`config.mk`:
```
export PLATFORM = sky130hd
export DESIGN_NAME = sts_dp
export DESIGN_NICKNAME = d
export VERILOG_FILES = /design/src/rtl/sts_pkg.sv /design/src/rtl/sts_dp.sv
export SDC_FILE = /design/constraint.sdc
export NUM_CORES = 2
export LEC_CHECK = 0
export BUFFER_PORTS_ARGS = -buffer_cell sky130_fd_sc_hd__buf_2
export CORE_MARGIN = 5
export CORE_UTILIZATION = 35
export CTS_BUF_LIST = sky130_fd_sc_hd__clkbuf_4 sky130_fd_sc_hd__clkbuf_8
export CTS_CLUSTER_DIAMETER = 40
export CTS_CLUSTER_SIZE = 20
export DETAILED_ROUTE_END_ITERATION = 8
export PLACE_DENSITY = 0.53
export REMOVE_ABC_BUFFERS = 1
export SLEW_MARGIN = 20
export SYNTH_ARGS = -nofsm -noshare
export SYNTH_HDL_FRONTEND = slang
export SYNTH_SLANG_ARGS = --single-unit
export TNS_END_PERCENT = 20
```
`constraint.sdc`:
```
create_clock -name clk -period 9.2 [get_ports clk]
set_input_delay 1.38 -clock clk [delete_from_list [all_inputs] [get_ports clk]]
set_output_delay 1.38 -clock clk [all_outputs]
set_load 0.1 [all_outputs]
```
`src/rtl/sts_pkg.sv`:
```
// Shared widths, constants and controller/datapath handshake types for the
// Taylor-series sine block. Depends on nothing; every other file uses it.
package sts_pkg;

    // Maximum number of series terms, counting the leading x.
    localparam int MAX_TERMS = 16;

    // Port field widths.
    localparam int ANGLE_W  = 32;
    localparam int SINE_W   = 32;
    localparam int TCOUNT_W = 5;
    localparam int THRESH_W = 41;

    // Reset value of the stop threshold, about 0.0001 in Q.40.
    localparam logic [THRESH_W-1:0] THRESH_RESET = 41'd109951163;

    // Internal Q.40 widths. The largest term is below 2^49 for |x| <= 8.
    localparam int FRAC_SHIFT = 12;
    localparam int MAG_W      = 50;
    localparam int X2_W       = 47;
    localparam int SUM_W      = 56;

    // Width of the running sum after the shift back to Q3.28.
    localparam int SUM_SH_W   = SUM_W - FRAC_SHIFT;

    // Multiplier split into four partial products of at most 25 x 24 bits.
    localparam int MAG_LO_W = 25;
    localparam int MAG_HI_W = MAG_W - MAG_LO_W;
    localparam int X2_LO_W  = 24;
    localparam int X2_HI_W  = X2_W - X2_LO_W;
    localparam int PP_W     = MAG_LO_W + X2_LO_W + 1;
    localparam int ACC_W    = MAG_W + X2_W;
    localparam int MUL_PASSES = 4;
    localparam int MSTEP_W    = $clog2(MUL_PASSES + 2);

    // Divider: the product is taken >> 40, then divided 4 bits per cycle.
    localparam int QSHIFT     = 40;
    localparam int DIVR_BITS  = 4;
    localparam int DIVD_RAW_W = ACC_W - QSHIFT;
    localparam int DIV_STEPS  = (DIVD_RAW_W + DIVR_BITS - 1) / DIVR_BITS;
    localparam int DIVD_W     = DIV_STEPS * DIVR_BITS;
    localparam int DSTEP_W    = $clog2(DIV_STEPS + 1);

    // Term index i, term count and divisor (i+1)(i+2) widths.
    localparam int IDX_W   = $clog2(2 * MAX_TERMS);
    localparam int TERMS_W = $clog2(MAX_TERMS + 1);
    localparam int DIVS_W  = $clog2((2 * MAX_TERMS) * (2 * MAX_TERMS + 1) + 1);

    // Divisor for the first recurrence step, (1+1)(1+2).
    localparam logic [DIVS_W-1:0] FIRST_DIVISOR = DIVS_W'(6);

    // Commands from the controller to the datapath.
    typedef struct packed {
        logic load_in;
        logic init;
        logic mul_clear;
        logic mul_run;
        logic div_load;
        logic div_run;
        logic mag_load;
        logic accum;
        logic load_out;
    } sts_cmd_t;

    // Status from the datapath to the controller.
    typedef struct packed {
        logic mul_done;
        logic div_done;
        logic first;
        logic mag_le_thr;
        logic terms_max;
    } sts_status_t;

endpackage

```
`src/rtl/sts_dp.sv`:
```
// Datapath of the Taylor-series sine: term recurrence with a multi-pass
// multiplier, a radix-16 restoring divider, the running sum and result register.
// Depends on sts_pkg.
module sts_dp (
    input  logic                                 clk,
    input  logic                                 rst_n,
    input  sts_pkg::sts_cmd_t                    cmd,
    output sts_pkg::sts_status_t                 status,
    input  logic signed [sts_pkg::ANGLE_W-1:0]   angle,
    input  logic                                 cfg_wr_en,
    input  logic        [sts_pkg::THRESH_W-1:0]  cfg_wr_data,
    output logic signed [sts_pkg::SINE_W-1:0]    sine,
    output logic        [sts_pkg::TCOUNT_W-1:0]  terms_used,
    output logic                                 truncated
);

    // Stop threshold register.
    logic [sts_pkg::THRESH_W-1:0] thr_reg;

    // Operand and recurrence state.
    logic                           neg_reg;
    logic [sts_pkg::ANGLE_W-1:0]    ax_reg;
    logic [sts_pkg::X2_W-1:0]       x2_reg;
    logic [sts_pkg::MAG_W-1:0]      mag_reg;
    logic signed [sts_pkg::SUM_W-1:0] sum_reg;
    logic [sts_pkg::IDX_W-1:0]      idx_reg;
    logic [sts_pkg::DIVS_W-1:0]     divisor_reg;
    logic [sts_pkg::TERMS_W-1:0]    terms_reg;
    logic                           first_reg;

    // Multiplier state.
    logic [sts_pkg::MSTEP_W-1:0]    mstep_reg;
    logic [sts_pkg::PP_W-1:0]       pp_reg;
    logic [sts_pkg::ACC_W-1:0]      acc_reg;

    // Divider state.
    logic [sts_pkg::DSTEP_W-1:0]    dstep_reg;
    logic [sts_pkg::DIVD_W-1:0]     divq_reg;
    logic [sts_pkg::DIVS_W-1:0]     rem_reg;

    // Result registers.
    logic signed [sts_pkg::SINE_W-1:0]   sine_reg;
    logic        [sts_pkg::TCOUNT_W-1:0] terms_out_reg;
    logic                                trunc_reg;

    // Combinational helpers.
    logic [sts_pkg::ANGLE_W-1:0]    ax_next;
    logic [2*sts_pkg::ANGLE_W-1:0]  square;
    logic [sts_pkg::MAG_W-1:0]      mag_init;
    logic [sts_pkg::MAG_LO_W-1:0]   mul_a;
    logic [sts_pkg::X2_LO_W-1:0]    mul_b;
    logic [sts_pkg::PP_W-1:0]       pp_next;
    logic [1:0]                     pass_prev;
    logic [sts_pkg::ACC_W-1:0]      pp_shifted;
    logic [sts_pkg::DIVD_W-1:0]     divq_next;
    logic [sts_pkg::DIVS_W-1:0]     rem_next;
    logic [sts_pkg::IDX_W-1:0]      idx_next;
    logic [sts_pkg::IDX_W:0]        ip1;
    logic [sts_pkg::IDX_W:0]        ip2;
    logic signed [sts_pkg::SUM_W-1:0] mag_ext;
    logic                           term_neg;
    logic signed [sts_pkg::SUM_SH_W-1:0] sum_sh;
    logic                           sh_fits;
    logic signed [sts_pkg::SINE_W-1:0] sine_next;

    // Threshold register, written from the configuration port.
    always_ff @(posedge clk or negedge rst_n)
    begin
        if (!rst_n)
        begin
            thr_reg <= sts_pkg::THRESH_RESET;
        end
        else if (cfg_wr_en)
        begin
            thr_reg <= cfg_wr_data;
        end
    end

    // Magnitude of the angle and its square in Q.40.
    assign ax_next  = angle[sts_pkg::ANGLE_W-1] ? (~angle + 1'b1) : angle;
    assign square   = ax_reg * ax_reg;
    assign mag_init = sts_pkg::MAG_W'({ax_reg, {sts_pkg::FRAC_SHIFT{1'b0}}});

    // Operand selection for the four multiplier passes.
    always_comb
    begin
        unique case (mstep_reg[1:0])
            2'd0:
            begin
                mul_a = mag_reg[sts_pkg::MAG_LO_W-1:0];
                mul_b = x2_reg[sts_pkg::X2_LO_W-1:0];
            end
            2'd1:
            begin
                mul_a = mag_reg[sts_pkg::MAG_LO_W-1:0];
                mul_b = sts_pkg::X2_LO_W'(x2_reg[sts_pkg::X2_W-1:sts_pkg::X2_LO_W]);
            end
            2'd2:
            begin
                mul_a = sts_pkg::MAG_LO_W'(mag_reg[sts_pkg::MAG_W-1:sts_pkg::MAG_LO_W]);
                mul_b = x2_reg[sts_pkg::X2_LO_W-1:0];
            end
            default:
            begin
                mul_a = sts_pkg::MAG_LO_W'(mag_reg[sts_pkg::MAG_W-1:sts_pkg::MAG_LO_W]);
                mul_b = sts_pkg::X2_LO_W'(x2_reg[sts_pkg::X2_W-1:sts_pkg::X2_LO_W]);
            end
        endcase
    end

    assign pp_next   = sts_pkg::PP_W'(mul_a * mul_b);
    assign pass_prev = 2'(mstep_reg - 1'b1);

    // Weight of the registered partial product from the previous pass.
    always_comb
    begin
        unique case (pass_prev)
            2'd0:    pp_shifted = sts_pkg::ACC_W'(pp_reg);
            2'd1:    pp_shifted = sts_pkg::ACC_W'(pp_reg) << sts_pkg::X2_LO_W;
            2'd2:    pp_shifted = sts_pkg::ACC_W'(pp_reg) << sts_pkg::MAG_LO_W;
            default: pp_shifted = sts_pkg::ACC_W'(pp_reg)
                                  << (sts_pkg::MAG_LO_W + sts_pkg::X2_LO_W);
        endcase
    end

    // Four restoring division steps; the remainder stays below the divisor.
    always_comb
    begin
        logic [sts_pkg::DIVS_W:0] trial;
        divq_next = divq_reg;
        rem_next  = rem_reg;
        for (int k = 0; k < sts_pkg::DIVR_BITS; k++)
        begin
            trial     = {rem_next, divq_next[sts_pkg::DIVD_W-1]};
            divq_next = {divq_next[sts_pkg::DIVD_W-2:0], 1'b0};
            if (trial >= {1'b0, divisor_reg})
            begin
                trial        = trial - {1'b0, divisor_reg};
                divq_next[0] = 1'b1;
            end
            rem_next = trial[sts_pkg::DIVS_W-1:0];
        end
    end

    // Next term index, its divisor and the signed contribution of the term.
    assign idx_next = idx_reg + sts_pkg::IDX_W'(2);
    assign ip1      = {1'b0, idx_next} + 1'b1;
    assign ip2      = {1'b0, idx_next} + 2'd2;
    assign mag_ext  = $signed(sts_pkg::SUM_W'(mag_reg));
    assign term_neg = neg_reg ^ idx_next[1];

    // Floor shift back to Q3.28 and saturation.
    assign sum_sh  = sts_pkg::SUM_SH_W'(sum_reg >>> sts_pkg::FRAC_SHIFT);
    assign sh_fits = (&sum_sh[sts_pkg::SUM_SH_W-1:sts_pkg::SINE_W-1])
                     | ~(|sum_sh[sts_pkg::SUM_SH_W-1:sts_pkg::SINE_W-1]);

    always_comb
    begin
        if (sh_fits)
        begin
            sine_next = sum_sh[sts_pkg::SINE_W-1:0];
        end
        else
        begin
            sine_next = sum_sh[sts_pkg::SUM_SH_W-1] ? {1'b1, {(sts_pkg::SINE_W-1){1'b0}}}
                                                    : {1'b0, {(sts_pkg::SINE_W-1){1'b1}}};
        end
    end

    // Pass and step counters of the multiplier and divider.
    always_ff @(posedge clk or negedge rst_n)
    begin
        if (!rst_n)
        begin
            mstep_reg <= '0;
            dstep_reg <= '0;
        end
        else
        begin
            if (cmd.mul_clear)
            begin
                mstep_reg <= '0;
            end
            else if (cmd.mul_run)
            begin
                mstep_reg <= mstep_reg + 1'b1;
            end
            if (cmd.div_load)
            begin
                dstep_reg <= '0;
            end
            else if (cmd.div_run)
            begin
                dstep_reg <= dstep_reg + 1'b1;
            end
        end
    end

    // Payload registers of the recurrence.
    always_ff @(posedge clk)
    begin
        if (cmd.load_in)
        begin
            neg_reg <= angle[sts_pkg::ANGLE_W-1];
            ax_reg  <= ax_next;
        end

        if (cmd.init)
        begin
            x2_reg      <= square[sts_pkg::X2_W+15:16];
            mag_reg     <= mag_init;
            sum_reg     <= neg_reg ? -$signed(sts_pkg::SUM_W'(mag_init))
                                   : $signed(sts_pkg::SUM_W'(mag_init));
            idx_reg     <= sts_pkg::IDX_W'(1);
            divisor_reg <= sts_pkg::FIRST_DIVISOR;
            terms_reg   <= sts_pkg::TERMS_W'(1);
            first_reg   <= 1'b1;
        end
        else if (cmd.accum)
        begin
            idx_reg     <= idx_next;
            divisor_reg <= sts_pkg::DIVS_W'(ip1) * sts_pkg::DIVS_W'(ip2);
            sum_reg     <= term_neg ? (sum_reg - mag_ext) : (sum_reg + mag_ext);
            terms_reg   <= terms_reg + 1'b1;
            first_reg   <= 1'b0;
        end
        else if (cmd.mag_load)
        begin
            mag_reg <= divq_reg[sts_pkg::MAG_W-1:0];
        end

        // Multiply: one partial product per pass, registered and accumulated on the following pass.
        if (cmd.mul_clear)
        begin
            acc_reg <= '0;
        end
        else if (cmd.mul_run)
        begin
            if (mstep_reg < sts_pkg::MSTEP_W'(sts_pkg::MUL_PASSES))
            begin
                pp_reg <= pp_next;
            end
            if (mstep_reg != '0)
            begin
                acc_reg <= acc_reg + pp_shifted;
            end
        end

        // Divide (product >> 40) by (i+1)(i+2).
        if (cmd.div_load)
        begin
            divq_reg <= sts_pkg::DIVD_W'(acc_reg[sts_pkg::ACC_W-1:sts_pkg::QSHIFT]);
            rem_reg  <= '0;
        end
        else if (cmd.div_run)
        begin
            divq_reg <= divq_next;
            rem_reg  <= rem_next;
        end

        // Result beat.
        if (cmd.load_out)
        begin
            sine_reg      <= sine_next;
            terms_out_reg <= sts_pkg::TCOUNT_W'(terms_reg);
            trunc_reg     <= ~status.mag_le_thr;
        end
    end

    // Status to the controller.
    assign status.mul_done   = (mstep_reg == sts_pkg::MSTEP_W'(sts_pkg::MUL_PASSES + 1));
    assign status.div_done   = (dstep_reg == sts_pkg::DSTEP_W'(sts_pkg::DIV_STEPS));
    assign status.first      = first_reg;
    assign status.mag_le_thr = (mag_reg <= sts_pkg::MAG_W'(thr_reg));
    assign status.terms_max  = (terms_reg >= sts_pkg::TERMS_W'(sts_pkg::MAX_TERMS));

    assign sine       = sine_reg;
    assign terms_used = terms_out_reg;
    assign truncated  = trunc_reg;

endmodule

```
Word level (Yosys, flattened, before mapping)
Index checks and enable logic that the tools add are counted.
{ "totals": {"word_cells": 104, "out_inout_bits": 43, "register_bits": 511, "in_bits": 85} }
{ "op_classes": {"n_addsub": 16, "n_reduce_logical": 15, "bitwise_logic": 7, "mul": 3, "mux": 27, "order_cmp": 7, "eq_ne": 7} }
{ "ops": {"columns": ["operator", "n"], "rows": [
  ["97-bit case mux with 3 select lines", 1],
  ["56-bit 2-to-1 mux", 4],
  ["44-bit 2-to-1 mux", 3],
  ["57-bit 2-to-1 mux", 2],
  ["97-bit adder", 1],
  ["32-bit 2-to-1 mux", 2],
  ["32-bit by 32-bit multiplier with 63-bit output", 1],
  ["56-bit by 51-bit adder with 56-bit output", 1],
  ["44-bit negator with 56-bit output", 1],
  ["56-bit by 51-bit subtractor with 56-bit output", 1],
  ["50-bit by 41-bit <= comparator with 1-bit output", 1],
  ["25-bit by 24-bit multiplier with 49-bit output", 1],
  ["12-bit by 11-bit >= comparator with 1-bit output", 4],
  ["11-bit 2-to-1 mux", 4],
  ["11-bit subtractor", 4],
  ["32-bit by 1-bit adder with 32-bit output, second input constant", 1],
  ["32-bit inverter", 1],
  ["31-bit 2-to-1 mux", 1],
  ["25-bit 2-to-1 mux", 1],
  ["24-bit 2-to-1 mux", 1],
  ["13-bit AND reduction", 1],
  ["13-bit OR reduction", 1],
  ["6-bit by 6-bit multiplier with 11-bit output", 1],
  ["4-bit 2-to-1 mux", 2],
  ["25 further kinds", 41]
]} }

Logic depth before layout (Yosys ltp)
{ "depth": {"word_depth": 10, "ltp_mapped": 42, "depth_no_buf": 38} }

Worst setup path after synthesis
Ideal clock, no wire load.
{ "synth_timing": {"kind": "flip-flop to flip-flop", "startpoint": "register mstep_reg[1] (netlist bit)", "endpoint": "register pp_reg[48] (netlist bit) (data pin)", "slack_ns": -0.006, "path_buffers": 4, "t_arrival_ns": 8.947, "required_time_ns": 8.940, "path_stages_with_launch": 33, "period_less_slack_ns": 9.206, "setup_ns": 0.260, "cell_sequence": "dfrtp_1 inv_1 ha_1 clkbuf_1 nor2_1 clkbuf_1 clkbuf_1 nand2_1 o21ai_1 clkbuf_1 nand2_1 fa_1 inv_1 fa_1 inv_1 fa_1 fa_1 fa_1 fa_1 inv_1 fa_1 ha_1 a2111oi_0 o21ai_1 o21ai_0 nand2_1 o31a_1 a31o_1 a221oi_1 a21oi_1 a221o_1 a21oi_1 xnor2_1"} }
{ "synth_between": {"elab_chain_len": 4, "elab_cells_between_ends": 8, "classes_between": "mul (1); eq/ne (2); mux (2); reduce/logical (3)"} }
{ "synth_rtl": {"columns": ["item", "line", "source"], "rows": [
  ["start: declaration", "sts_dp.sv:32", "logic [sts_pkg::MSTEP_W-1:0] mstep_reg;"],
  ["start signal: assignment", "sts_dp.sv:186", "mstep_reg <= mstep_reg + 1'b1;"],
  ["2-bit by 1-bit equality test with 1-bit output, or another cell as far along", "sts_dp.sv:87", "unique case (mstep_reg[1:0])"],
  ["2-bit OR reduction (no line)", null, null],
  ["25-bit 2-to-1 mux or 24-bit 2-to-1 mux (tied branches)", "sts_dp.sv:87", null],
  ["25-bit by 24-bit multiplier with 49-bit output *", "sts_dp.sv:111", "assign pp_next = sts_pkg::PP_W'(mul_a * mul_b);"],
  ["via pp_next, one bit", "sts_dp.sv:52", "logic [sts_pkg::PP_W-1:0] pp_next;"],
  ["end signal: assignment", "sts_dp.sv:241", "pp_reg <= pp_next;"],
  ["end: declaration", "sts_dp.sv:33", "logic [sts_pkg::PP_W-1:0] pp_reg;"]
]} }
The timed path passes the listed nets; every way through them passes the cells marked *.
A chain may end at the register's enable or synchronous reset.

Final worst setup path
{ "layout_timing": {"startpoint": "register mstep_reg[0] (netlist bit)", "endpoint": "register pp_reg[42] (netlist bit) (data pin)"} }
The elaborated chain is that of the path after synthesis.

==> impl_metrics.tcl <==
set metrics [dict create \
    instances_no_fill 12300 \
    vias 63400 \
    clkSinkCount 509 \
    first_global_vias 67300 \
    yosys.area_share.simple_pct 13.2 \
    dp_hpwl_um 239000 \
    fin_area_um2 89900 \
    syn_area_per_cell_um2 9.08 \
    clk_pin_slew_ns 0.06 \
    clk_latency_ns 0.94 \
    cp-end-kind "flip-flop" \
    yosysSeqAreaShare_pct 16.6 \
    hp-class "reg -> reg" \
    syn_area_um2 81600 \
    io_buffer_count 127 \
    critPathMaxStageDelay_ns 0.62 \
    routed_wl_um 293000 \
    dr.first_iter.drc_count 4990 \
    gp_congestion 1.08 \
    grt_max_degree 171 \
    clock_skew_ns 0.114 \
    fin_hold_ws_ns 0.454 \
    slew_headroom_pct 30.3 \
    htreeDepth 3 \
    cp-start-kind "flip-flop" \
    finalHoldViolations 0 \
    crit_slowest_cell "fa_1" \
    initial_core_util_pct 35.1 \
    first_pass_iters 6 \
    fmax_mhz 112 \
    synth-seq-cells 509 \
    place_inst 12000 \
    status "finished clean" \
    area_growth_syn_to_layout_pct 10.2 \
    cts_buffers 111 \
    die_h_um 493 \
    drc 0 \
    cts_tree "built" \
    synth_xor_area_share_pct 4.33 \
    rows 177 \
    detail_route.vias_per_cell 5.17 \
    maxCapViolCount 0 \
    cp_common_cell "fa_1" \
    worstMarginPinSlew_ns 1.05 \
    grt_use_total_pct 23.9 \
    yosys.area_share.adder_pct 43.2 \
    pre_cts_ws_ns 0.108 \
    grt_pass1_wl_um 436000 \
    clock_tree.buffer_depth 3 \
    ys.flop_type "edfxtp_1" \
    postCtsHoldBufs 0 \
    finalCritPeriodShare_pct 97.0 \
    ys_async_sr_fraction_pct 9.43 \
    yosys_warnings 0 \
    antenna_left 0 \
    setup-violations-final 0 \
    period_minus_slack_ns 8.93 \
    critPathTopFamily "adder cells" \
    largest_reg_flops 97 \
    placed_cell_area_um2 86900 \
    synthCells 8983 \
    core_um2 232000 \
    dieArea_um2 243000 \
    crit_arrival_ns 9.62 \
    synth_edf_count 312 \
    critPathRequiredTime_ns 9.89 \
    drive_above_1_share_pct 8.84 \
    cp_num_buf_inv 7 \
    synthMuxAreaShare_pct 2.39 \
    nets 11200 \
    clock-root-buffer "clkbuf_8" \
    die_w_um 493 \
    synth_top_family_by_area "adder cells" \
    io-pin-count 128 \
    yosysUniqueCellTypes 93 \
    fin_ws_ns 0.273 \
    critPathMaxFanout 24 \
    path_class "reg -> reg" \
    synth_compound_area_share_pct 10.9 \
    antenna_found_initial 19 \
    slew_violations 0 \
    wire_per_inst_um 23.9 \
    grt_overflow 0 \
]
[logic make-up (layout without fill, tap and decap cells)]
| group | after synthesis | count (layout) |
|---|---|---|
| other | 1 | 11 |
| XOR/XNOR | 403 | 403 |
| multiplexers | 180 | 180 |
| flip-flops | 509 | 509 |
| adder cells (fa/ha/maj) | 2025 | 2025 |
| AND/OR/NAND/NOR | 2410 | 2410 |
| buffers and inverters | 2044 | 2271 |
| AO/OA/AOI/OAI | 1411 | 1411 |
[cells in the final DEF, fill, tap and decap left out, types with 19 or more instances in the layout]
master        n
inv_1      1649
fa_1       1317
nand2_1    1163
ha_1        706
nor2_1      544
a21oi_1     395
o21ai_0     342
edfxtp_1    312
buf_4       260
and2_1      255
xnor2_1     238
a21o_1      214
xor2_1      163
dfxtp_1     149
buf_2       124
clkbuf_8    115
mux2_2      100
nand4_1      76
nand3_1      61
mux2i_1      59
nor3_1       58
o31ai_1      47
o21bai_1     46
nand2b_1     42
o21ai_1      40
or3_1        39
a211oi_1     37
nor2b_1      37
o21a_1       33
and3_1       31
dfrtp_1      30
a22oi_1      26
a31oi_1      26
o211ai_1     25
a222oi_1     24
or2_2        23
nor4_1       22
o41ai_1      21
bufinv_16    19
[layout make-up]
type	instances	area [µm²]
diodes	10	25.0
well taps	3043	3810
clock buffers	123	1640
fillers	23400	142000
inverters	1658	6220
flip-flops and latches	509	13600
repair buffers	403	2940
multi-input cells	6430	60500
clock inverters	87	1160
[worst register-to-register path: cells and delay by family (launching register included)]
family	cells	cell delay [ns]
muxes	1	0.30
DFF	1	0.44
AOI/OAI and AO/OA	8	1.99
xor gates and xnor gates	1	0.08
buffers and inverters	7	0.93
adders and majority gates	9	4.61
and+or+nand+nor	4	0.33
[synthesized netlist by cell type, drive strengths merged (41+ instances only)]
cell,instances,area [µm²]
buf,46,181
nand4,76,475
o21bai,46,345
xnor2,239,2090
nor3,58,290
a211oi,41,318
a21oi,397,1990
nand2b,42,263
nor2,549,2070
clkbuf,340,1280
o21ai,384,1920
nand3,61,305
a21o,214,1610
o31ai,47,353
fa,1317,26400
edfxtp,312,9370
nand2,1165,4370
dfxtp,149,2980
xor2,164,1440
mux2i,66,661
and2,256,1600
ha,708,8860
inv,1651,6200
mux2,114,1290
[metal layers]
layer	part of all wire, %	wire length (µm)	GRT usage [%]
met1	42	122000	30.3
met2	46	135000	39.3
met3	5.2	15300	3.31
met4	7.1	20700	13.4
met5	0.023	67	0
[path summary, 6_finish.rpt]
kind                                             to  slack [ns]                      from  cells after the start
min                          first_reg$_SDFFE_PP1P_        0.45    first_reg$_SDFFE_PP1P_                      1
max reg2reg                    pp_reg[42]$_DFFE_PP_        0.27  mstep_reg[0]$_DFFE_PN0P_                     30
min reg2reg                  first_reg$_SDFFE_PP1P_        0.45    first_reg$_SDFFE_PP1P_                      1
min in group asynchronous  dstep_reg[3]$_DFFE_PN0P_        0.62                     rst_n                      2
max in group asynchronous   thr_reg[37]$_DFFE_PN0P_        7.78                     rst_n                      2
max                            pp_reg[42]$_DFFE_PP_        0.27  mstep_reg[0]$_DFFE_PN0P_                     30
[stage by stage]
| stage | setup TNS [ns] | util, % |
|---|---|---|
| final | 0 | 38.7 |
| after CTS | 0 | 38.6 |
| after global placement | 0 | 37.4 |
| after global routing | -0.0231 | 38.7 |
| after floorplan | -35.96 | - |
| after detailed placement | 0 | 37.4 |
[what timing repair did]
action,in CTS,in global routing
setup buffers,0,9
setup endpoints to repair,0,20
resized for setup,0,28
Power is not shown: default switching activity piles up to over one toggle a cycle in this logic, so the estimate is an artifact.
