### config.mk
export PLATFORM = sky130hd
export DESIGN_NAME = sts_ctrl
export DESIGN_NICKNAME = d
export VERILOG_FILES = /design/src/rtl/sts_pkg.sv /design/src/rtl/sts_ctrl.sv
export SDC_FILE = /design/constraint.sdc
export NUM_CORES = 1
export LEC_CHECK = 0
export BUFFER_PORTS_ARGS = -buffer_cell sky130_fd_sc_hd__buf_2
export CORE_AREA = 4 4 41 43
export DETAILED_ROUTE_END_ITERATION = 10
export DIE_AREA = 0 0 45 47
export GPL_TIMING_DRIVEN = 0
export PLACE_DENSITY = 0.67
export SYNTH_ARGS = -nofsm -noshare
export SYNTH_HDL_FRONTEND = slang
export SYNTH_SLANG_ARGS = --single-unit
### constraint.sdc
create_clock -name clk -period 3.7 [get_ports clk]
set_clock_uncertainty 0.1 [all_clocks]
set_input_delay 0.74 -clock clk [delete_from_list [all_inputs] [get_ports clk]]
set_output_delay 0.74 -clock clk [all_outputs]
set_load 0.05 [all_outputs]
### src/rtl/sts_pkg.sv
// Shared widths, constants and controller/datapath handshake types for the
// Taylor-series sine block. Depends on nothing; every other file uses it.
package sts_pkg;

    // Maximum number of series terms, counting the leading x.
    localparam int MAX_TERMS = 16;

    // Port field widths.
    localparam int ANGLE_W  = 32;
    localparam int SINE_W   = 32;
    localparam int TCOUNT_W = 5;
    localparam int THRESH_W = 41;

    // Reset value of the stop threshold, about 0.0001 in Q.40.
    localparam logic [THRESH_W-1:0] THRESH_RESET = 41'd109951163;

    // Internal Q.40 widths. The largest term is below 2^49 for |x| <= 8.
    localparam int FRAC_SHIFT = 12;
    localparam int MAG_W      = 50;
    localparam int X2_W       = 47;
    localparam int SUM_W      = 56;

    // Width of the running sum after the shift back to Q3.28.
    localparam int SUM_SH_W   = SUM_W - FRAC_SHIFT;

    // Multiplier split into four partial products of at most 25 x 24 bits.
    localparam int MAG_LO_W = 25;
    localparam int MAG_HI_W = MAG_W - MAG_LO_W;
    localparam int X2_LO_W  = 24;
    localparam int X2_HI_W  = X2_W - X2_LO_W;
    localparam int PP_W     = MAG_LO_W + X2_LO_W + 1;
    localparam int ACC_W    = MAG_W + X2_W;
    localparam int MUL_PASSES = 4;
    localparam int MSTEP_W    = $clog2(MUL_PASSES + 2);

    // Divider: the product is taken >> 40, then divided 4 bits per cycle.
    localparam int QSHIFT     = 40;
    localparam int DIVR_BITS  = 4;
    localparam int DIVD_RAW_W = ACC_W - QSHIFT;
    localparam int DIV_STEPS  = (DIVD_RAW_W + DIVR_BITS - 1) / DIVR_BITS;
    localparam int DIVD_W     = DIV_STEPS * DIVR_BITS;
    localparam int DSTEP_W    = $clog2(DIV_STEPS + 1);

    // Term index i, term count and divisor (i+1)(i+2) widths.
    localparam int IDX_W   = $clog2(2 * MAX_TERMS);
    localparam int TERMS_W = $clog2(MAX_TERMS + 1);
    localparam int DIVS_W  = $clog2((2 * MAX_TERMS) * (2 * MAX_TERMS + 1) + 1);

    // Divisor for the first recurrence step, (1+1)(1+2).
    localparam logic [DIVS_W-1:0] FIRST_DIVISOR = DIVS_W'(6);

    // Commands from the controller to the datapath.
    typedef struct packed {
        logic load_in;
        logic init;
        logic mul_clear;
        logic mul_run;
        logic div_load;
        logic div_run;
        logic mag_load;
        logic accum;
        logic load_out;
    } sts_cmd_t;

    // Status from the datapath to the controller.
    typedef struct packed {
        logic mul_done;
        logic div_done;
        logic first;
        logic mag_le_thr;
        logic terms_max;
    } sts_status_t;

endpackage

### src/rtl/sts_ctrl.sv
// Controller of the Taylor-series sine: sequences square, multiply, divide and
// accumulate steps per term and owns the channel handshakes. Depends on sts_pkg.
module sts_ctrl (
    input  logic                 clk,
    input  logic                 rst_n,
    input  logic                 in_valid,
    output logic                 in_ready,
    output logic                 out_valid,
    input  logic                 out_ready,
    input  sts_pkg::sts_status_t status,
    output sts_pkg::sts_cmd_t    cmd
);

    typedef enum logic [6:0] {
        ST_IDLE   = 7'b0000001,
        ST_SQUARE = 7'b0000010,
        ST_MUL    = 7'b0000100,
        ST_DIV    = 7'b0001000,
        ST_CHECK  = 7'b0010000,
        ST_ACCUM  = 7'b0100000,
        ST_FINISH = 7'b1000000
    } sts_state_t;

    sts_state_t state_reg;
    sts_state_t state_next;
    logic       out_valid_reg;
    logic       out_valid_next;

    // Next state and datapath commands.
    always_comb
    begin
        state_next = state_reg;
        cmd        = '0;
        in_ready   = 1'b0;
        unique case (state_reg)
            ST_IDLE:
            begin
                in_ready = 1'b1;
                if (in_valid)
                begin
                    cmd.load_in = 1'b1;
                    state_next  = ST_SQUARE;
                end
            end
            ST_SQUARE:
            begin
                cmd.init      = 1'b1;
                cmd.mul_clear = 1'b1;
                state_next    = ST_MUL;
            end
            ST_MUL:
            begin
                if (status.mul_done)
                begin
                    cmd.div_load = 1'b1;
                    state_next   = ST_DIV;
                end
                else
                begin
                    cmd.mul_run = 1'b1;
                end
            end
            ST_DIV:
            begin
                if (status.div_done)
                begin
                    cmd.mag_load = 1'b1;
                    state_next   = ST_CHECK;
                end
                else
                begin
                    cmd.div_run = 1'b1;
                end
            end
            ST_CHECK:
            begin
                // The x^3 term is always added; later terms stop on threshold or cap.
                priority if (status.first)
                begin
                    state_next = ST_ACCUM;
                end
                else if (status.mag_le_thr || status.terms_max)
                begin
                    state_next = ST_FINISH;
                end
                else
                begin
                    state_next = ST_ACCUM;
                end
            end
            ST_ACCUM:
            begin
                cmd.accum     = 1'b1;
                cmd.mul_clear = 1'b1;
                state_next    = ST_MUL;
            end
            ST_FINISH:
            begin
                if (!out_valid_reg || out_ready)
                begin
                    cmd.load_out = 1'b1;
                    state_next   = ST_IDLE;
                end
            end
            default:
            begin
                state_next = ST_IDLE;
            end
        endcase
    end

    // Output register valid flag.
    always_comb
    begin
        priority if (cmd.load_out)
        begin
            out_valid_next = 1'b1;
        end
        else if (out_ready)
        begin
            out_valid_next = 1'b0;
        end
        else
        begin
            out_valid_next = out_valid_reg;
        end
    end

    always_ff @(posedge clk or negedge rst_n)
    begin
        if (!rst_n)
        begin
            state_reg     <= ST_IDLE;
            out_valid_reg <= 1'b0;
        end
        else
        begin
            state_reg     <= state_next;
            out_valid_reg <= out_valid_next;
        end
    end

    assign out_valid = out_valid_reg;

endmodule

After elaboration in Yosys (flattened, before gate mapping). Index checks and enable logic that the tools add are counted.

Equality and inequality tests: 11. Multiplexer cells: 23. Reduce and logical (&&, ||, !) cells: 6.

Operators by type and width (count): $mux 7 (6); $pmux 7 s6 (1); $mux 1 (14); $ne 2x2->1 const B (4); $eq 7x1->1 const B (1); $eq 7x2->1 const B (1); $eq 7x3->1 const B (1); $eq 7x4->1 const B (1); $eq 7x5->1 const B (1); $eq 7x6->1 const B (1); $eq 7x7->1 const B (1); $mux 2 (2); $reduce_and 4->1 (1); $logic_or 1x1->1 (2); $reduce_bool 2->1 (1); $reduce_or 2->1 (1); $logic_not 1->1 (1).

Bits in registers: 8. Word-level logic and storage cells: 42.

Depth between registers and ports, before layout. Gate-level depths: netlist of run 1.

Depth after elaboration: 5. Mapped depth: 6. Gate-level depth less buffers: 4.

Worst setup path before layout of run 1. Ideal clock, no wire load.

Kind: register to output. Start: reg state_reg[2]. End: out cmd[8] in the netlist's numbering. Arrival: 2426 ps. Data required time: 2860 ps. Slack: 434 ps. Stages on the path, launching flop included: 5. Buffers on the path: 1. Path through: dfrtp_1 buf_6 or3_4 nor4b_2 and2_1.

RTL lines: start: declaration (RTL line sts_ctrl.sv:24) `sts_state_t state_reg;`; start signal: assignment (RTL line sts_ctrl.sv:138) `state_reg <= state_next;`; end: declaration (RTL line sts_ctrl.sv:11) `output sts_pkg::sts_cmd_t cmd`.

==> results_dict.tcl, run 1 <==
set metrics [dict create \
    cts_hold_buf 0 \
    synthesis.nets 68 \
    synth_area_um2 535.5 \
    arrival_ns 2.09 \
    synth_seq_cells 8 \
    min_path_type "input pin to async pin" \
    tightest_slew_ns 0.4140 \
    cts-root-buf "clkbuf_4" \
    dieHeight_um 47 \
    setup_viol 0 \
    hold_violations 0 \
    antenna_cells 0 \
    swShare_pct 45.63 \
    synth-main-ff-cell "dfrtp_1" \
    start_util_pct 41.15 \
    pwr-share-clk_pct 17.0 \
    wl_um 1233 \
    row_count 13 \
    largest_reg_flops 7 \
    clkSlewWorstSetupHoldPaths_ns 0.06 \
    grt.overflow.total 0 \
    cp.required_ns 2.86 \
    clkSinkCount 8 \
    power_frac_seq_pct 28.9 \
    grt_use_total_pct 14.55 \
    cts_buffer_depth 2 \
    p_leak_uw 0.0003532 \
    switchingPower_uw 199.1 \
    hpwl_um 945.3 \
    wirelength_met1_um 552 \
    end_kind "output port" \
    rsz0062_at_grt "false" \
    power.density_mw_per_mm2 645.8 \
    status "complete, no violations" \
    die_area_mm2 0.002115 \
    finalMaxSlewViolations 0 \
    yosysUniqueCellTypes 27 \
    syn_to_final_growth_pct 26.17 \
    min_period_ns 2.934 \
    ant_nets 0 \
    finalSetupTns_ns 0 \
    ys_top_cells_by_count "11 x nor2_1, 7 x dfrtp_1, 4 x a21oi_1, 4 x nand2b_1, 4 x nor2b_1" \
    grt_pass1_wl_um 2214 \
    grt_pass1_vias 508 \
    die_w_um 45 \
    antenna_found_initial 0 \
    netlist_instances 59 \
    critPathKind "flop to output port" \
    drc 0 \
    syn_area_per_cell_um2 9.077 \
    fin_util_pct 51.92 \
    fin_crit_sh_pct 79.30 \
    fin_nets 92 \
    routabilityCongestion 0.7816 \
    crit_fanout 9 \
    synth_warnings 0 \
    ir_drop_mv 0.5099 \
    synth_top_area_share_pct 32.71 \
    drv_cap 0 \
    relSlewSlack_pct 72.15 \
    yosys-top-cells-area "dfrtp_1 33%, nor2_1 7.7%, nor4b_2 5.6%" \
    wl_met3_um 51 \
    fmax_mhz 340.8 \
    synthArstFlopShare_pct 100.0 \
    drt-vias-per-instance 5.103 \
    routed-via-count 495 \
    cts_resized 0 \
    core_mm2 0.001301 \
    r2r_cells 3 \
    numCtsBuffers 3 \
    ys_seq_area_share_pct 37.62 \
    wl_per_cell_um 12.71 \
    p_int_uw 237.3 \
    first_iter_violations 5 \
    num-fill-cells 138 \
    grt_start_max_net_pins 11 \
    combPwrFrac_pct 54.1 \
    worstSkewPairLatency_ns 0.26 \
    ios 20 \
    synth_top_area_cell "dfrtp_1" \
    post_cts_buffers 0 \
    start_kind "flop" \
    dr_wl_met2_um 609 \
    drive_gt1_share_pct 37.80 \
    io_buffers 19 \
    cts_max_level 1 \
    cts_tree "yes" \
    synth_edf_count 0 \
    synth_most_common_cell "nor2_1" \
    first_pass_iters 4 \
    top_layer_used "met4" \
]
==> placed cells by master (no fill, tap or decap), drive strengths merged <==
| cell type | instances |
|---|---|
| or3 | 2 |
| nor2b | 4 |
| nor4 | 3 |
| o21ai | 2 |
| dfstp | 1 |
| and4bb | 1 |
| a21oi | 4 |
| nand3b | 1 |
| buf | 22 |
| a22oi | 1 |
| nor4b | 3 |
| clkbuf | 4 |
| and2 | 2 |
| inv | 1 |
| nor2 | 11 |
| nand2b | 4 |
| and4b | 1 |
| or2 | 2 |
| xor2 | 1 |
| nor3 | 1 |
| or4 | 1 |
| dfrtp | 7 |
| or4b | 1 |
| o21bai | 1 |
| nand2 | 1 |
==> stage by stage <==
step | hold WS [ns] | cells | power (µW) | instance area (µm²) | worst slack (ns)
detailed placement | 0.4507 | 93 | 363.9 | 649.4 | 1.031
finish | 0.2143 | 97 | 436.4 | 675.6 | 0.7658
global route | 0.2231 | 97 | 471.1 | 675.6 | 0.6473
CTS | 0.2197 | 97 | 439.2 | 675.6 | 0.7561
global placement | 0.4151 | 93 | 356.6 | 649.4 | 1.056
floorplan | 0.3444 | 59 | 314.7 | 535.5 | 0.4338
==> power by group through the flow <==
| stage | clock network, µW | registers [µW] | logic, µW |
|---|---|---|---|
| 2_1_floorplan | 0 | 120 | 194 |
| 3_3_place_gp | 0 | 124 | 232 |
| 3_5_place_dp | 0 | 127 | 237 |
| 4_1_cts | 76.0 | 125 | 239 |
| 5_1_grt | 78.8 | 129 | 264 |
| 6_report | 74.1 | 126 | 236 |
==> worst max-delay path: stages, from the launching register on <==
cell and delay (ns):
dfrtp_1 0.45, or3_4 0.43, or3_4 0.35, nand2b_1 0.16
nor2_1 0.09, buf_4 0.11, buf_2 0.25
==> kinds of logic after synthesis <==
logic type	Yosys count	synth area share, %
compound gates	8	8.412
xor+xnor	1	1.636
buf+inv	4	5.139
flops	8	37.62
simple gates	38	47.19
==> final timing paths <==
path	from	endpoint	slack (ns)
setup / recovery	state_reg[3]	cmd[0]	0.77
hold / removal	rst_n	state_reg[6]	0.21
setup reg to reg	state_reg[3]	state_reg[5]	2.05
hold reg to reg	state_reg[0]	state_reg[0]	0.45
max in group asynchronous	rst_n	state_reg[0]	3.03
min in group clk	state_reg[0]	state_reg[0]	0.45
==> routing by layer <==
metal / vias up / track usage, %
met1: 228 / 20.60
met5: - / 0
met4: 0 / 8.772
li1: 254 / -
met2: 9 / 20.62
met3: 4 / 2.299
==> area by class of cell <==
class / instances / area (µm²) / share of cell area [%]
multi-input combinational: 47 / 306.5 / 45.37
sequential: 8 / 201.4 / 29.81
timing repair buffer: 19 / 95.09 / 14.07
clock buffer: 4 / 26.28 / 3.889
buffer: 3 / 23.77 / 3.519
tap: 15 / 18.77 / 2.778
inverter: 1 / 3.754 / 0.5556
Power figures use the tool's default switching activity.
==> run 2, diff against run 1 <==
--- a/config.mk
+++ b/config.mk
@@ -5,12 +5,13 @@
 export SDC_FILE = /design/constraint.sdc
 export NUM_CORES = 1
 export LEC_CHECK = 0
+export ABC_AREA = 1
 export BUFFER_PORTS_ARGS = -buffer_cell sky130_fd_sc_hd__buf_2
 export CORE_AREA = 4 4 41 43
 export DETAILED_ROUTE_END_ITERATION = 10
 export DIE_AREA = 0 0 45 47
 export GPL_TIMING_DRIVEN = 0
-export PLACE_DENSITY = 0.67
+export PLACE_DENSITY = 0.69
 export SYNTH_ARGS = -nofsm -noshare
 export SYNTH_HDL_FRONTEND = slang
 export SYNTH_SLANG_ARGS = --single-unit
==> constraint.sdc (replaced) <==
create_clock -name clk -period 2.5 [get_ports clk]
set_clock_uncertainty 0.1 [all_clocks]
set_input_delay 0.5 -clock clk [delete_from_list [all_inputs] [get_ports clk]]
set_output_delay 0.5 -clock clk [all_outputs]
set_load 0.05 [all_outputs]
==> run 2 against run 1 <==
  * Global-route usage down 2.3 points
  * Final area down 0.93%
  * Non-clock buffer count down 1
  * Register-to-register slack worse by 0.90 ns
  * Combinational power up 61%
  * Critical path depth up 1
  * Sequential share of layout area up 0.28 points
  * Total power up 52%
  * Die area unchanged
  * Final cell count up 20%
  * Highest routed layer unchanged
==> results_dict.tcl, run 2 <==
set metrics [dict create \
    fin_crit_sh_pct 84.60 \
    routabilityCongestion 0.8195 \
    use_met1_pct 13.88 \
    cts_max_level 1 \
    grt_start_max_net_pins 9 \
    grt_use_total_pct 12.23 \
    r2r_start "state_reg[0]" \
    drive_gt1_share_pct 35.64 \
    arrival_ns 1.52 \
    critical-path-max-stage-delay_ns 0.39 \
    core_mm2 0.001301 \
    dp.cells 111 \
    ys_seq_area_share_pct 38.80 \
    row_count 13 \
    cp.required_ns 1.90 \
    fmax_mhz 472.8 \
    r2r_cells 9 \
    clkSinkCount 8 \
    antenna_found_initial 0 \
    synth_top_family_by_area "simple AND/OR/NAND/NOR gates" \
    synth_simple_gate_area_share_pct 46.99 \
    multi_input_area_um2 254.0 \
    numCtsBuffers 3 \
    antenna_cells 0 \
    final_cell_mix "19 x buf_2, 17 x nand2_1, 15 x nor2_1, 14 x inv_1, 7 x dfrtp_1" \
    cts-root-buf "clkbuf_4" \
    synth_seq_cells 8 \
    drt-vias-per-instance 4.474 \
    grt_use_met3_pct 2.299 \
    synth_area_um2 519.2 \
    netlist_instances 77 \
    cp_top_family "simple AND/OR/NAND/NOR gates" \
    synthArstFlopShare_pct 100.0 \
    yosys-top-cells-area "dfrtp_1 34%, nand2_1 12%, nor2_1 11%" \
    cts_tree "yes" \
    ant_nets 0 \
    busiest_layer "met2" \
    final_common_cell "buf_2" \
    crit_fanout 4 \
    ir_drop_mv 0.7375 \
    min_period_ns 2.115 \
    io_buffers 19 \
    num-fill-cells 134 \
    timing.rr.end "state_reg[0]" \
    min_path_type "input pin to flop" \
    start_kind "flop" \
    layoutNonFillerInstCount 116 \
    crit_path_top_delay_cell "dfrtp_1" \
    cp-startpoint "state_reg[3]" \
    synth_top_area_share_pct 33.73 \
    syn_area_per_cell_um2 6.743 \
    p_leak_uw 0.0004177 \
    synth_compound_area_share_pct 1.928 \
    grt.overflow.total 0 \
    met2_usage_pct 19.77 \
    largest_reg_flops 7 \
    cp_cell_sequence "nor2_2 -> nand2_2 -> inv_1 -> nand2_1 -> nor2_1 -> buf_4 -> buf_2" \
    critPathKind "flop to output port" \
    first_iter_violations 4 \
    synth_top_area_cell "dfrtp_1" \
    finalSetupTns_ns 0 \
    grt_pass1_vias 457 \
    hold_depth 2 \
    relSlewSlack_pct 83.95 \
    synthesis.nets 86 \
    clkSlewWorstSetupHoldPaths_ns 0.06 \
    hp-start "out_ready" \
    seqCellArea_um2 201.4 \
    r2r_slack_ns 1.15 \
    drc 0 \
    routed-via-count 519 \
    synthAdderAreaFrac_pct 0 \
    synth-main-ff-cell "dfrtp_1" \
    rsz0062_at_grt "false" \
    die_w_um 45 \
    first_pass_iters 3 \
    wl_per_cell_um 9.129 \
    yosysUniqueCellTypes 14 \
    synth-xor-area-share_pct 0 \
    fin_nets 111 \
    synth_edf_count 0 \
    cts_buffer_depth 2 \
    hpwl_um 893.1 \
    hold_violations 0 \
    status "complete, no violations" \
    synth_warnings 0 \
    ios 20 \
    synth_most_common_cell "nand2_1" \
    post_cts_buffers 0 \
    grt_pass1_wl_um 1745 \
    worstSkewPairLatency_ns 0.26 \
    wl_um 1059 \
    start_util_pct 39.90 \
    setup_viol 0 \
    muxShareOfSynthArea_pct 0 \
    dieHeight_um 47 \
    power.density_mw_per_mm2 993.6 \
    path_buf_inv 3 \
    cp.depth 7 \
    end_kind "output port" \
    die_area_mm2 0.002115 \
    ys_top_cells_by_count "17 x nand2_1, 15 x nor2_1, 14 x inv_1" \
    finalMaxSlewViolations 0 \
    drv_cap 0 \
    tightest_slew_ns 0.2388 \
    setup.worst_path.end "cmd[0]" \
    syn_to_final_growth_pct 28.92 \
]
-- run 2: cell count changes after synthesis, moves of 4 or more --
cell / previous run / this run
a21oi_1: 4 / 0
nand2b_1: 4 / 0
nand2_1: 1 / 17
nand3_1: 0 / 4
nor2_1: 11 / 15
nor2b_1: 4 / 0
inv_1: 1 / 14
nor2_2: 0 / 5
-- run 2: per-stage QoR --
step	util (%)	instance area, µm²	setup slack, ns	hold slack (ns)	total power, µW
finish	51.44	669.4	0.3850	0.3561	665.1
global route	51.44	669.4	0.2585	0.3657	724.5
CTS	51.44	669.4	0.3749	0.3511	671.3
detailed placement	48.65	633.1	0.6474	0.2468	563.2
global placement	48.65	633.1	0.6407	0.2466	553.6
floorplan	-	519.2	0.09713	0.1044	487.7
-- run 2: per-layer routing --
metal  share of wire (%)  wire length, µm  vias to the layer above
li1                    -                -                      276
met1                  42              445                      228
met2                  50              530                       11
met3                 5.4               57                        4
met4                 2.4               25                        0
met5                   0                0                        -
-- run 2: kinds of logic after synthesis --
group,Yosys count
buf+inv,16
simple gates,51
compound gates,2
flops,8
-- run 2: worst min-delay path by stage --
stage	endpoint	slack, ns
finish	out_valid	0.36
global route	out_valid	0.37
CTS	out_valid	0.35
detailed placement	out_valid	0.25
global placement	out_valid	0.25
floorplan	out_valid	0.10
-- run 2: what timing repair did --
item,in CTS,in global routing
gates resized for setup,0,0
hold endpoints to repair,7,0
hold buffers,1,0
-- run 2: where the power goes --
group          switching [µW]  total [µW]  internal [µW]  leakage (µW)
clock network            44.0         105           61.0     0.0000150
logic                     279         379            100      0.000296
registers                19.9         181            161      0.000107
total                     343         665            322      0.000418
-- run 2: layout make-up --
class	count	area share, %
Multi-Input combinational cell	53	37.94
Sequential cell	8	30.09
Timing Repair Buffer	20	15.70
Inverter	15	8.411
Clock buffer	4	3.925
Tap cell	15	2.804
Buffer	1	1.121
==> run 3, diff against run 2 <==
--- a/config.mk
+++ b/config.mk
@@ -11,7 +11,7 @@
 export DETAILED_ROUTE_END_ITERATION = 10
 export DIE_AREA = 0 0 45 47
 export GPL_TIMING_DRIVEN = 0
-export PLACE_DENSITY = 0.69
+export PLACE_DENSITY = 0.66
 export SYNTH_ARGS = -nofsm -noshare
 export SYNTH_HDL_FRONTEND = slang
 export SYNTH_SLANG_ARGS = --single-unit
==> constraint.sdc (replaced) <==
create_clock -name clk -period 2.2 [get_ports clk]
set_clock_uncertainty 0.1 [all_clocks]
set_input_delay 0.44 -clock clk [delete_from_list [all_inputs] [get_ports clk]]
set_output_delay 0.44 -clock clk [all_outputs]
set_load 0.05 [all_outputs]
==> run 3 against run 2 <==
  * Critical path depth did not move
  * Core utilization rose by 0.58 points
  * Clock power rose by 16%
  * Setup slack got worse by 0.26 ns
  * Count of clock-buffer cells in the layout did not move
  * Final cell count did not move
  * Die area did not move
  * Sequential power rose by 14%
  * Via count did not move
  * Combinational power rose by 15%
  * Worst hold slack got worse by 0.047 ns
  * Largest power group unchanged
==> results_dict.tcl, run 3 (synthesis results as in run 2) <==
set metrics [dict create \
    status "complete, no violations" \
    final_cell_mix "18 x buf_2, 17 x nand2_1, 15 x nor2_1, 14 x inv_1, 7 x dfrtp_1" \
    final_common_cell "buf_2" \
    wl_per_cell_um 10.18 \
    design_area_um2 676.9 \
    cp.depth 7 \
    io_buffers 19 \
    finalHoldWorstSlack_ns 0.3088 \
    cts_tree "yes" \
    syn_to_final_growth_pct 30.36 \
    wl_um 1181 \
    ant_nets 0 \
    end_kind "output port" \
    finalMaxSlewViolations 0 \
    swShare_pct 51.91 \
    drive_gt1_share_pct 36.63 \
    crit_path_top_delay_cell "dfrtp_1" \
    path_buf_inv 3 \
    row_count 13 \
    fin_nets 111 \
    antenna_cells 0 \
    numCtsBuffers 3 \
    combPwrFrac_pct 57.1 \
    die_area_mm2 0.002115 \
    start_kind "flop" \
    dieHeight_um 47 \
    r2r_start "state_reg[0]" \
    ios 20 \
    fin_util_pct 52.02 \
    cts_buffer_depth 2 \
    core_mm2 0.001301 \
    setup_viol 0 \
    fmax_mhz 482.8 \
    place_area_um2 638.1 \
    drt-vias-per-instance 4.474 \
    grt_use_total_pct 13.64 \
    cp_top_family "simple AND/OR/NAND/NOR gates" \
    die_w_um 45 \
    switchingPower_uw 396.4 \
    largest_reg_flops 7 \
    timing.rr.end "state_reg[0]" \
    min_period_ns 2.071 \
    cp-startpoint "state_reg[3]" \
    grt.overflow.total 0 \
    r2r_slack_ns 0.83 \
    power.density_mw_per_mm2 1128 \
    first_pass_iters 4 \
    cp.required_ns 1.66 \
    setup.worst_path.end "cmd[0]" \
    worstSkewPairLatency_ns 0.26 \
    p_total_uw 763.6 \
    cts_max_level 1 \
    ir_drop_mv 0.4946 \
    grt_start_max_net_pins 9 \
    pwr-share-clk_pct 16.0 \
    first_iter_violations 15 \
    cts-root-buf "clkbuf_4" \
    drv_cap 0 \
    routed-via-count 519 \
    fin_crit_sh_pct 94.15 \
    cp_cell_sequence "nor2_2 -> nand2_2 -> inv_1 -> nand2_1 -> nor2_1 -> buf_4 -> clkbuf_4" \
    arrival_ns 1.53 \
    finalSetupTns_ns 0 \
    crit_fanout 4 \
    p_leak_uw 0.0004187 \
    critPathKind "flop to output port" \
    routabilityCongestion 0.7721 \
    grt_pass1_wl_um 2035 \
    power_frac_seq_pct 27.0 \
    hold_violations 0 \
    start_util_pct 39.90 \
    hpwl_um 954.6 \
    post_cts_buffers 0 \
    tightest_slew_ns 0.2508 \
    rsz0062_at_grt "false" \
    critical-path-max-stage-delay_ns 0.40 \
    r2r_cells 9 \
    p_int_uw 367.2 \
    grt_pass1_vias 485 \
    antenna_found_initial 0 \
    clkSlewWorstSetupHoldPaths_ns 0.06 \
    clkSinkCount 8 \
    min_path_type "input pin to flop" \
    relSlewSlack_pct 83.15 \
    drc 0 \
]
-- run 3: changes by cell type in the layout (fill, tap and decap cells not counted) --
cell / previous run / this run
buf_2: 19 / 18
clkbuf_4: 3 / 4
nor3_1: 4 / 3
nor3_2: 0 / 1
-- run 3: area by class of cell --
cell class                 instances  area (µm²)
fill                             137       624.3
multi-input combinational         53       259.0
sequential                         8       201.4
timing repair buffer              20       107.6
inverter                          15       56.30
clock buffer                       4       26.28
tap                               15       18.77
buffer                             1       7.507
-- run 3: repair_timing --
item / 4_1_cts / 5_1_grt
gates resized for setup: 0 / 1
hold buffers: 1 / 0
setup endpoints to repair: 0 / 1
hold endpoints to repair: 7 / 0
-- run 3: worst register-to-register path: cells and delay by family (launching register included) --
kind	cells	cell delay, ns
buffers and inverters	1	0.06
DFF	1	0.54
and+or+nand+nor	8	0.60
-- run 3: per-stage QoR --
step	setup slack (ns)	std cells
after global routing	0.02540	116
after CTS	0.09127	116
after detailed placement	0.3737	111
after global placement	0.4096	111
after floorplan	0.1061	77
final	0.1287	116
-- run 3: metal layers --
metal / routed length [µm] / global-route usage [%] / part of all wire, % / vias to the layer above
met5: 0 / 0 / 0 / -
met4: 21 / 8.772 / 1.8 / 0
met3: 78 / 2.682 / 6.6 / 4
met2: 510 / 20.90 / 43 / 17
met1: 571 / 17.52 / 48 / 223
li1: - / - / - / 275
-- run 3: power by group through the flow --
stage / clock network (µW) / logic, µW / registers (µW)
3_5_place_dp: 0 / 438 / 208
5_1_grt: 131 / 486 / 209
2_1_floorplan: 0 / 355 / 203
6_report: 122 / 436 / 206
3_3_place_gp: 0 / 429 / 206
4_1_cts: 125 / 441 / 205
-- run 3: worst min path at each step --
| stage | from | endpoint | slack (ns) | depth (start not counted) |
|---|---|---|---|---|
| 2_1_floorplan | rst_n | out_valid | 0.04 | 0 |
| 3_3_place_gp | rst_n | out_valid | 0.19 | 1 |
| 3_5_place_dp | rst_n | out_valid | 0.19 | 1 |
| 4_1_cts | out_ready | out_valid | 0.32 | 2 |
| 5_1_grt | status[2] | state_reg[6] | 0.35 | 4 |
| 6_report | out_ready | out_valid | 0.31 | 2 |
